$ cat config.mk
export PLATFORM = sky130hd
export DESIGN_NAME = sha256_byte_stream_hasher
export DESIGN_NICKNAME = d
export VERILOG_FILES = /design/src/hdl/sha_pkg.sv /design/src/hdl/sha256_byte_stream_hasher.sv /design/src/hdl/sha_block_buf.sv /design/src/hdl/sha_round.sv
export SDC_FILE = /design/constraint.sdc
export NUM_CORES = 2
export LEC_CHECK = 0
export ABC_AREA = 1
export BUFFER_PORTS_ARGS = -buffer_cell sky130_fd_sc_hd__buf_2
export CORE_MARGIN = 10
export CORE_UTILIZATION = 42
export CTS_CLUSTER_DIAMETER = 150
export DETAILED_ROUTE_END_ITERATION = 10
export GPL_ROUTABILITY_DRIVEN = 0
export PLACE_DENSITY_LB_ADDON = 0.3
export SLEW_MARGIN = 20
export SYNTH_ARGS = -nofsm -noshare
export SYNTH_HDL_FRONTEND = slang
export SYNTH_SLANG_ARGS = --single-unit
$ cat constraint.sdc
create_clock -name clk -period 12.4 [get_ports clk]
set_input_delay 1.24 -clock clk [delete_from_list [all_inputs] [get_ports clk]]
set_output_delay 1.24 -clock clk [all_outputs]
set_load 0.01 [all_outputs]
$ cat src/hdl/sha_pkg.sv
// Types, constants and round functions for the SHA-256 hasher.
package sha_pkg;

  typedef struct packed {
    logic [7:0] data_byte;
    logic       byte_present;
    logic       end_of_message;
  } sha_in_t;

  typedef struct packed {
    logic [31:0] digest_word;
    logic [2:0]  word_number;
    logic        last_word;
  } sha_out_t;

  localparam logic [7:0] PadByte = 8'h80;
  localparam logic [5:0] LenStart = 6'd56;

  typedef enum logic [3:0] {
    ST_INIT,    // write initial hash into chaining memory
    ST_IDLE,    // take bytes
    ST_PAD,     // append 0x80 and zeros
    ST_LEN,     // append bit length bytes
    ST_LOADH,   // read chaining words into working registers
    ST_ROUND,   // 64 rounds
    ST_ADDH,    // add working registers back into chaining memory
    ST_EMIT     // send digest words
  } sha_state_t;

  // Control from the sequencer to the block buffer.
  typedef struct packed {
    logic       wr_en;
    logic [5:0] wr_addr;
    logic [7:0] wr_data;
    logic [3:0] rd_word;
  } sha_buf_ctl_t;

  function automatic logic [31:0] round_k(input logic [5:0] t);
    logic [31:0] k [64];
    k = '{
      32'h428a2f98,32'h71374491,32'hb5c0fbcf,32'he9b5dba5,32'h3956c25b,32'h59f111f1,
      32'h923f82a4,32'hab1c5ed5,32'hd807aa98,32'h12835b01,32'h243185be,32'h550c7dc3,
      32'h72be5d74,32'h80deb1fe,32'h9bdc06a7,32'hc19bf174,32'he49b69c1,32'hefbe4786,
      32'h0fc19dc6,32'h240ca1cc,32'h2de92c6f,32'h4a7484aa,32'h5cb0a9dc,32'h76f988da,
      32'h983e5152,32'ha831c66d,32'hb00327c8,32'hbf597fc7,32'hc6e00bf3,32'hd5a79147,
      32'h06ca6351,32'h14292967,32'h27b70a85,32'h2e1b2138,32'h4d2c6dfc,32'h53380d13,
      32'h650a7354,32'h766a0abb,32'h81c2c92e,32'h92722c85,32'ha2bfe8a1,32'ha81a664b,
      32'hc24b8b70,32'hc76c51a3,32'hd192e819,32'hd6990624,32'hf40e3585,32'h106aa070,
      32'h19a4c116,32'h1e376c08,32'h2748774c,32'h34b0bcb5,32'h391c0cb3,32'h4ed8aa4a,
      32'h5b9cca4f,32'h682e6ff3,32'h748f82ee,32'h78a5636f,32'h84c87814,32'h8cc70208,
      32'h90befffa,32'ha4506ceb,32'hbef9a3f7,32'hc67178f2};
    return k[t];
  endfunction

  function automatic logic [31:0] init_h(input logic [2:0] i);
    logic [31:0] h [8];
    h = '{32'h6a09e667,32'hbb67ae85,32'h3c6ef372,32'ha54ff53a,
          32'h510e527f,32'h9b05688c,32'h1f83d9ab,32'h5be0cd19};
    return h[i];
  endfunction

  function automatic logic [31:0] rotr(input logic [31:0] x, input int n);
    return (x >> n) | (x << (32 - n));
  endfunction

endpackage

$ cat src/hdl/sha256_byte_stream_hasher.sv
// Top level of the SHA-256 byte-stream hasher.
// Takes one message byte per transfer and returns the SHA-256 digest as
// eight 32-bit words (H0 first) after a transfer with end_of_message set.
// Data bytes are taken back to back while idle; the 64th byte of a block
// starts a compression (the rounds, then chain-word read and write-back
// through the chaining memory), during which in_ready is low.
// Finalizing writes the pad and length bytes one per cycle, pausing for
// the one or two compressions it needs, then the digest words leave one
// per output transfer from a registered output stage. After reset, and
// again after each digest, the chaining memory is loaded with the eight
// initial hash values before the next byte is taken. The chaining words
// live in an 8-entry memory that is read one word per cycle (registered
// read) and written back after each block.
module sha256_byte_stream_hasher
  import sha_pkg::*;
(
  input  logic     clk,
  input  logic     rst,
  input  sha_in_t  in_data,
  input  logic     in_valid,
  output logic     in_ready,
  output sha_out_t out_data,
  output logic     out_valid,
  input  logic     out_ready
);

  sha_state_t   state, state_next;
  sha_state_t   ret_state, ret_state_next;   // where to go after compression
  logic [5:0]   fill, fill_next;
  logic [63:0]  byte_count, byte_count_next;
  logic [6:0]   cnt, cnt_next;               // round / word counter
  logic         final_done, final_done_next; // 0x80 pad byte already written
  sha_buf_ctl_t bctl;
  logic [31:0]  blk_word;

  // chaining memory
  logic [31:0]  hmem [8];
  logic         h_we;
  logic [2:0]   h_waddr, h_raddr;
  logic [31:0]  h_wdata, h_rdata;

  logic [31:0]  work [8];
  logic         r_load, r_step;

  logic         accept;
  logic [63:0]  bits;
  logic         emit_load;

  always_ff @(posedge clk) begin
    if (h_we) hmem[h_waddr] <= h_wdata;
    h_rdata <= hmem[h_raddr];
  end

  sha_block_buf u_buf (.clk(clk), .ctl(bctl), .rd_data(blk_word));

  sha_round u_round (
    .clk(clk), .load(r_load), .load_idx(cnt[2:0] - 3'd1), .load_data(h_rdata),
    .step(r_step), .t(cnt[5:0]), .blk_word(blk_word), .work(work)
  );

  assign accept = in_valid && in_ready;
  assign bits   = {byte_count[60:0], 3'b000};

  always_ff @(posedge clk) begin
    if (rst) begin
      state      <= ST_INIT;
      ret_state  <= ST_IDLE;
      fill       <= '0;
      byte_count <= '0;
      cnt        <= '0;
      final_done <= 1'b0;
    end else begin
      state      <= state_next;
      ret_state  <= ret_state_next;
      fill       <= fill_next;
      byte_count <= byte_count_next;
      cnt        <= cnt_next;
      final_done <= final_done_next;
    end
  end

  // Output register: holds one digest word until transferred.
  always_ff @(posedge clk) begin
    if (rst) begin
      out_valid <= 1'b0;
    end else if (emit_load) begin
      out_valid <= 1'b1;
    end else if (out_ready) begin
      out_valid <= 1'b0;
    end
  end

  // Emit reads the chain word ahead of the output load: cnt counts reads issued.
  assign emit_load = (state == ST_EMIT) && cnt >= 7'd1 && cnt <= 7'd8 &&
                     (!out_valid || out_ready);

  always_ff @(posedge clk) begin
    if (emit_load) begin
      out_data.digest_word <= h_rdata;
      out_data.word_number <= cnt[2:0] - 3'd1;
      out_data.last_word   <= (cnt == 7'd8);
    end
  end

  always_comb begin
    state_next      = state;
    ret_state_next  = ret_state;
    fill_next       = fill;
    byte_count_next = byte_count;
    cnt_next        = cnt;
    final_done_next = final_done;
    in_ready        = 1'b0;
    bctl            = '{wr_en: 1'b0, wr_addr: fill, wr_data: in_data.data_byte,
                        rd_word: cnt[3:0]};
    h_we            = 1'b0;
    h_waddr         = cnt[2:0];
    h_wdata         = init_h(cnt[2:0]);
    h_raddr         = cnt[2:0];
    r_load          = 1'b0;
    r_step          = 1'b0;

    case (state)
      ST_INIT: begin
        h_we     = 1'b1;
        cnt_next = cnt + 7'd1;
        if (cnt == 7'd7) begin
          cnt_next   = '0;
          state_next = ST_IDLE;
        end
      end
      ST_IDLE: begin
        in_ready = 1'b1;
        if (accept) begin
          if (in_data.byte_present) begin
            bctl.wr_en      = 1'b1;
            fill_next       = fill + 6'd1;
            byte_count_next = byte_count + 64'd1;
          end
          if (in_data.byte_present && fill == 6'd63) begin
            cnt_next       = '0;
            ret_state_next = in_data.end_of_message ? ST_PAD : ST_IDLE;
            state_next     = ST_LOADH;
          end else if (in_data.end_of_message) begin
            state_next = ST_PAD;
          end
        end
      end
      ST_PAD: begin
        // first pad write is 0x80, then zeros until the length slot
        bctl.wr_en   = 1'b1;
        bctl.wr_data = final_done ? 8'h00 : PadByte;
        final_done_next = 1'b1;
        fill_next    = fill + 6'd1;
        if (fill == 6'd63) begin
          cnt_next       = '0;
          ret_state_next = ST_PAD;
          state_next     = ST_LOADH;
        end else if (fill == LenStart - 6'd1) begin
          state_next = ST_LEN;
        end
      end
      ST_LEN: begin
        bctl.wr_en   = 1'b1;
        bctl.wr_data = bits[(7 - fill[2:0]) * 8 +: 8];
        fill_next    = fill + 6'd1;
        if (fill == 6'd63) begin
          cnt_next       = '0;
          ret_state_next = ST_EMIT;
          state_next     = ST_LOADH;
        end
      end
      ST_LOADH: begin
        // read chain word cnt, load it in the next cycle; block word 0 prefetch
        h_raddr  = cnt[2:0];
        r_load   = (cnt != 7'd0);
        bctl.rd_word = 4'd0;
        cnt_next = cnt + 7'd1;
        if (cnt == 7'd8) begin
          cnt_next     = '0;
          bctl.rd_word = 4'd0;
          state_next   = ST_ROUND;
        end
      end
      ST_ROUND: begin
        // blk_word holds word cnt (read issued last cycle); prefetch cnt+1
        r_step       = 1'b1;
        bctl.rd_word = cnt[3:0] + 4'd1;
        h_raddr      = 3'd0;
        cnt_next     = cnt + 7'd1;
        if (cnt == 7'd63) begin
          cnt_next   = '0;
          state_next = ST_ADDH;
        end
      end
      ST_ADDH: begin
        // cnt 0 issues read of H0; cnt k writes H[k-1] + work[k-1]
        h_raddr  = cnt[2:0];
        h_waddr  = cnt[2:0] - 3'd1;
        h_wdata  = h_rdata + work[cnt[2:0] - 3'd1];
        h_we     = (cnt != 7'd0);
        cnt_next = cnt + 7'd1;
        if (cnt == 7'd8) begin
          cnt_next   = '0;
          state_next = ret_state;
        end
      end
      ST_EMIT: begin
        // cnt 0 issues read of H0; each output load issues the next read
        h_raddr = cnt[2:0];
        if (cnt == 7'd0) begin
          cnt_next = 7'd1;
        end else if (emit_load) begin
          cnt_next = cnt + 7'd1;
          h_raddr  = cnt[2:0];
          if (cnt == 7'd8) begin
            cnt_next        = '0;
            fill_next       = '0;
            byte_count_next = '0;
            final_done_next = 1'b0;
            state_next      = ST_INIT;
          end
        end else begin
          h_raddr = cnt[2:0] - 3'd1;
        end
      end
      default: state_next = ST_INIT;
    endcase
  end

endmodule

$ cat src/hdl/sha_block_buf.sv
// Byte-wide block memory, read back as 32-bit words for the schedule.
module sha_block_buf
  import sha_pkg::*;
(
  input  logic         clk,
  input  sha_buf_ctl_t ctl,
  output logic [31:0]  rd_data
);

  logic [7:0] mem0 [16];
  logic [7:0] mem1 [16];
  logic [7:0] mem2 [16];
  logic [7:0] mem3 [16];

  // byte lane = addr[1:0], big-endian within a word
  always_ff @(posedge clk) begin
    if (ctl.wr_en) begin
      case (ctl.wr_addr[1:0])
        2'd0: mem0[ctl.wr_addr[5:2]] <= ctl.wr_data;
        2'd1: mem1[ctl.wr_addr[5:2]] <= ctl.wr_data;
        2'd2: mem2[ctl.wr_addr[5:2]] <= ctl.wr_data;
        default: mem3[ctl.wr_addr[5:2]] <= ctl.wr_data;
      endcase
    end
    rd_data <= {mem0[ctl.rd_word], mem1[ctl.rd_word], mem2[ctl.rd_word],
                mem3[ctl.rd_word]};
  end

endmodule

$ cat src/hdl/sha_round.sv
// Message schedule window and one compression round per cycle in which step is high.
module sha_round
  import sha_pkg::*;
(
  input  logic        clk,
  input  logic        load,      // load a..h from chain words
  input  logic [2:0]  load_idx,
  input  logic [31:0] load_data,
  input  logic        step,      // run one round
  input  logic [5:0]  t,
  input  logic [31:0] blk_word,  // schedule word for t < 16
  output logic [31:0] work [8]
);

  logic [31:0] w [16];
  logic [31:0] wt, s0, s1, t1, t2, e, a;

  always_comb begin
    s0 = rotr(w[1], 7) ^ rotr(w[1], 18) ^ (w[1] >> 3);
    s1 = rotr(w[14], 17) ^ rotr(w[14], 19) ^ (w[14] >> 10);
    wt = (t < 6'd16) ? blk_word : (w[0] + s0 + w[9] + s1);
    e  = work[4];
    a  = work[0];
    t1 = work[7] + (rotr(e, 6) ^ rotr(e, 11) ^ rotr(e, 25)) +
         ((e & work[5]) ^ (~e & work[6])) + round_k(t) + wt;
    t2 = (rotr(a, 2) ^ rotr(a, 13) ^ rotr(a, 22)) +
         ((a & work[1]) ^ (a & work[2]) ^ (work[1] & work[2]));
  end

  always_ff @(posedge clk) begin
    if (load) begin
      work[load_idx] <= load_data;
    end else if (step) begin
      for (int i = 0; i < 15; i++) w[i] <= w[i+1];
      w[15]   <= wt;
      work[7] <= work[6];
      work[6] <= work[5];
      work[5] <= work[4];
      work[4] <= work[3] + t1;
      work[3] <= work[2];
      work[2] <= work[1];
      work[1] <= work[0];
      work[0] <= t1 + t2;
    end
  end

endmodule

==> out/results.ini <==
[global_routing]
groute.layer.met3.usage=0.05402
grt_antenna_before_repair=13
groute.layer.met1.usage=0.3158
gr-max-usage-layer=met2
grtUsageMet2=0.3333
first_global_vias=58780
gr-usage-all-layers=0.2285
grt_remaining_overflow=0
wire_length_of_the_first_global_routing_pass_um=386500
maximum_number_of_pins_on_one_net_before_global_route_repair=189

[route]
viasPerCell=5.864
detail_route.drc_violations=1
finalWirelength_um=263000
vias=62950
drt_first_pass_iters=11
ant_nets=0
initialDrtViolationCount=9326
routedWlPerCell_um=24.50

[cts]
clock_tree.root_cell=sky130_fd_sc_hd__clkbuf_16
clkSlewWorstSetupHoldPaths_ns=0.07
cts_num_sinks=1718
clock_tree_from_tritoncts=built
ctsHoldBuffers=0
ctsHtreeMaxLevel=4
tritoncts.num_buffers=176
clock_insertion_delay_worst_skew_ns=0.88
post_cts.repair.setup_buffers=0
max-clock-path-buffers=3
postCtsResizedCells=0

[floorplanning]
rows=165
start_util=0.4215
fp.dieW_um=470.1
core_um2=201900
die_y_um=470.1
num_io_pins=52
dieArea_um2=221000

[synthesis]
synth_seq_cells=1718
synthesis.instances=7993
syn-mean-instance-area_um2=10.65
synthesis.nets=8383
netlist_area_um2=85100
yosys_warnings=0
asyncSetResetFlopFracSynth=0
seq_total_area_yosys=0.5890
flip_flop_cell_with_the_highest_count_after_synthesis=sky130_fd_sc_hd__edfxtp_1
count_of_flip_flops_with_a_built_in_enable_after_synthesis=1572
post_synth_num_cell_types=74

[worst_setup_path]
timing.critical_path.arrival_ns=10.80
category_of_the_worst_setup_path_capture_point=flip-flop
slowest_cp_cell=sky130_fd_sc_hd__ha_1
cp_data_required_time_ns=13.04
worstSetupPathType=reg -> reg
worst-path-max-fanout=13
critical-path-max-stage-delay_ns=0.84
setup.worst_path.start_class=flip-flop
timing.critical_path.mode_cell=sky130_fd_sc_hd__nand2_1

[sta]
layout_setup_ws_ns=2.239
finalSetupViolCount=0
max-slew-margin-rel=0.2121
slew_at_the_pin_closest_to_its_max_slew_limit_ns=1.172
finalHoldViolCount=0
setup_tns_ns=0
skew_ns=0.08123
maximum_clock_frequency_mhz=98.42
final.period_utilization=0.8194
rsz0062_at_grt=false
period_minus_slack_ns=10.16
slew_violations=0

[outcome]
outcome=finished, violations left
failing_checks=design-rule violations

[finish]
multi_input_comb_area_um2=30310
area.growth.synth_to_final_pct=10.12
postLayoutCoreUtil=0.4641
drive_gt1_frac=0.05955
num-nets-final=8301
final_area_um2=93710
fillerInstances=18460
regArea_um2=50130

[hold_path]
holdCritPathClass=reg -> reg

[run]
max-cap-violations=0

[placement]
detailedPlace.worstSlack_ns=2.589
dpl.hpwl_um=181900
dpl_cell_area_um2=87820
buffer_ports.inserted=51

per-stage QoR:
step                hold slack (ns)  instances
global placement             0.4002      10400
CTS                          0.3931      10730
finish                       0.3825      10740
global route                 0.4013      10730
detailed placement           0.4045      10400
floorplan                    0.4003       7993
routing by layer:
layer,vias up,routed length [µm]
li1,27780,-
met1,30300,105600
met2,4056,111500
met3,809,29610
met4,7,16200
met5,-,65
critical path, delay by kind of cell (launching register included):
kind | cells | cell delay [ns]
adder cells (fa/ha/maj) | 8 | 4.00
AND/OR/NAND/NOR | 20 | 2.45
AO/OA/AOI/OAI | 5 | 1.44
buffers and inverters | 5 | 0.93
XOR/XNOR | 2 | 0.80
flip-flops | 1 | 0.33
Yosys cell counts, types with 10 or more instances:
| cell | number | area (µm²) |
|---|---|---|
| sky130_fd_sc_hd__edfxtp_1 | 1572 | 47210 |
| sky130_fd_sc_hd__o21ai_0 | 761 | 3809 |
| sky130_fd_sc_hd__o211ai_1 | 52 | 390.4 |
| sky130_fd_sc_hd__xor2_1 | 206 | 1804 |
| sky130_fd_sc_hd__nor4_1 | 19 | 118.9 |
| sky130_fd_sc_hd__o22ai_1 | 235 | 1470 |
| sky130_fd_sc_hd__nor2_1 | 722 | 2710 |
| sky130_fd_sc_hd__o21bai_1 | 21 | 157.7 |
| sky130_fd_sc_hd__nand3_1 | 386 | 1932 |
| sky130_fd_sc_hd__clkbuf_1 | 259 | 972.2 |
| sky130_fd_sc_hd__inv_2 | 10 | 37.54 |
| sky130_fd_sc_hd__o2111ai_1 | 46 | 402.9 |
| sky130_fd_sc_hd__buf_2 | 102 | 510.5 |
| sky130_fd_sc_hd__nand4_1 | 46 | 287.8 |
| sky130_fd_sc_hd__o221ai_1 | 93 | 814.5 |
| sky130_fd_sc_hd__a21o_1 | 21 | 157.7 |
| sky130_fd_sc_hd__o31ai_1 | 14 | 105.1 |
| sky130_fd_sc_hd__dfxtp_1 | 146 | 2923 |
| sky130_fd_sc_hd__a31oi_1 | 16 | 100.1 |
| sky130_fd_sc_hd__nor3_1 | 96 | 480.5 |
| sky130_fd_sc_hd__fa_1 | 188 | 3764 |
| sky130_fd_sc_hd__buf_1 | 17 | 63.81 |
| sky130_fd_sc_hd__inv_1 | 824 | 3093 |
| sky130_fd_sc_hd__nand2_1 | 1203 | 4516 |
| sky130_fd_sc_hd__or2_2 | 18 | 112.6 |
| sky130_fd_sc_hd__o21ai_1 | 18 | 90.09 |
| sky130_fd_sc_hd__xnor2_1 | 173 | 1515 |
| sky130_fd_sc_hd__a21oi_1 | 400 | 2002 |
| sky130_fd_sc_hd__ha_1 | 188 | 2352 |
layout make-up:
class                           instances  area share
Multi-Input combinational cell       5042      0.3234
Antenna cell                            3  0.00008011
Tap cell                             2672     0.03568
Clock buffer                          231     0.05075
Sequential cell                      1718      0.5350
Clock inverter                         96     0.01160
Inverter                              842     0.03387
Timing Repair Buffer                  131    0.009613
cells by family after synthesis:
family	Yosys count	synth area share
buf+inv	1233	0.05671
flops	1718	0.5890
xor+xnor	379	0.03900
fa+ha+maj	377	0.07198
simple gates	2530	0.1235
mux	1	0.0001176
compound gates	1755	0.1197
cells in the final DEF, fill, tap and decap left out, types with 12 or more instances in the layout:
cell type and count:
sky130_fd_sc_hd__nor2_4 12, sky130_fd_sc_hd__nand3_1 383, sky130_fd_sc_hd__xor2_1 206, sky130_fd_sc_hd__o221ai_1 93, sky130_fd_sc_hd__clkbuf_1 45, sky130_fd_sc_hd__o2111ai_1 46, sky130_fd_sc_hd__buf_4 77, sky130_fd_sc_hd__clkinv_2 24
sky130_fd_sc_hd__nor2_1 709, sky130_fd_sc_hd__fa_1 188, sky130_fd_sc_hd__edfxtp_1 1572, sky130_fd_sc_hd__dfxtp_1 144, sky130_fd_sc_hd__clkinv_1 37, sky130_fd_sc_hd__nor4_1 19, sky130_fd_sc_hd__inv_1 818, sky130_fd_sc_hd__o21ai_1 20
sky130_fd_sc_hd__o31ai_1 13, sky130_fd_sc_hd__o21ai_0 759, sky130_fd_sc_hd__nor3_1 96, sky130_fd_sc_hd__nand4_1 46, sky130_fd_sc_hd__a31oi_1 16, sky130_fd_sc_hd__o211ai_1 52, sky130_fd_sc_hd__clkbuf_16 180, sky130_fd_sc_hd__inv_2 13
sky130_fd_sc_hd__ha_1 188, sky130_fd_sc_hd__o21bai_1 21, sky130_fd_sc_hd__nand2_1 1197, sky130_fd_sc_hd__xnor2_1 173, sky130_fd_sc_hd__a21oi_1 400, sky130_fd_sc_hd__a21o_1 21, sky130_fd_sc_hd__o22ai_1 234, sky130_fd_sc_hd__or2_2 18
sky130_fd_sc_hd__bufinv_16 17, sky130_fd_sc_hd__buf_2 51
state kept, by name, indices dropped and copies added, names as in the netlist, 36 cells and up:
name,cells
u_round.w,512
u_buf.mem2,128
u_buf.mem3,128
byte_count,61
out_data,36
u_buf.mem1,128
hmem,256
u_round.work,192
u_buf.mem0,128
final timing paths:
check | endpoint | depth (start not counted) | slack (ns) | start
setup / recovery | u_round.a[31] | 40 | 2.24 | cnt[1]
hold / removal | u_round.w[0][155] | 0 | 0.38 | u_round.w[0][187]
setup reg to reg | u_round.a[31] | 40 | 2.24 | cnt[1]
hold reg to reg | u_round.w[0][155] | 0 | 0.38 | u_round.w[0][187]
Power is not shown: default switching activity piles up to over one toggle a cycle in this logic, so the estimate is an artifact.
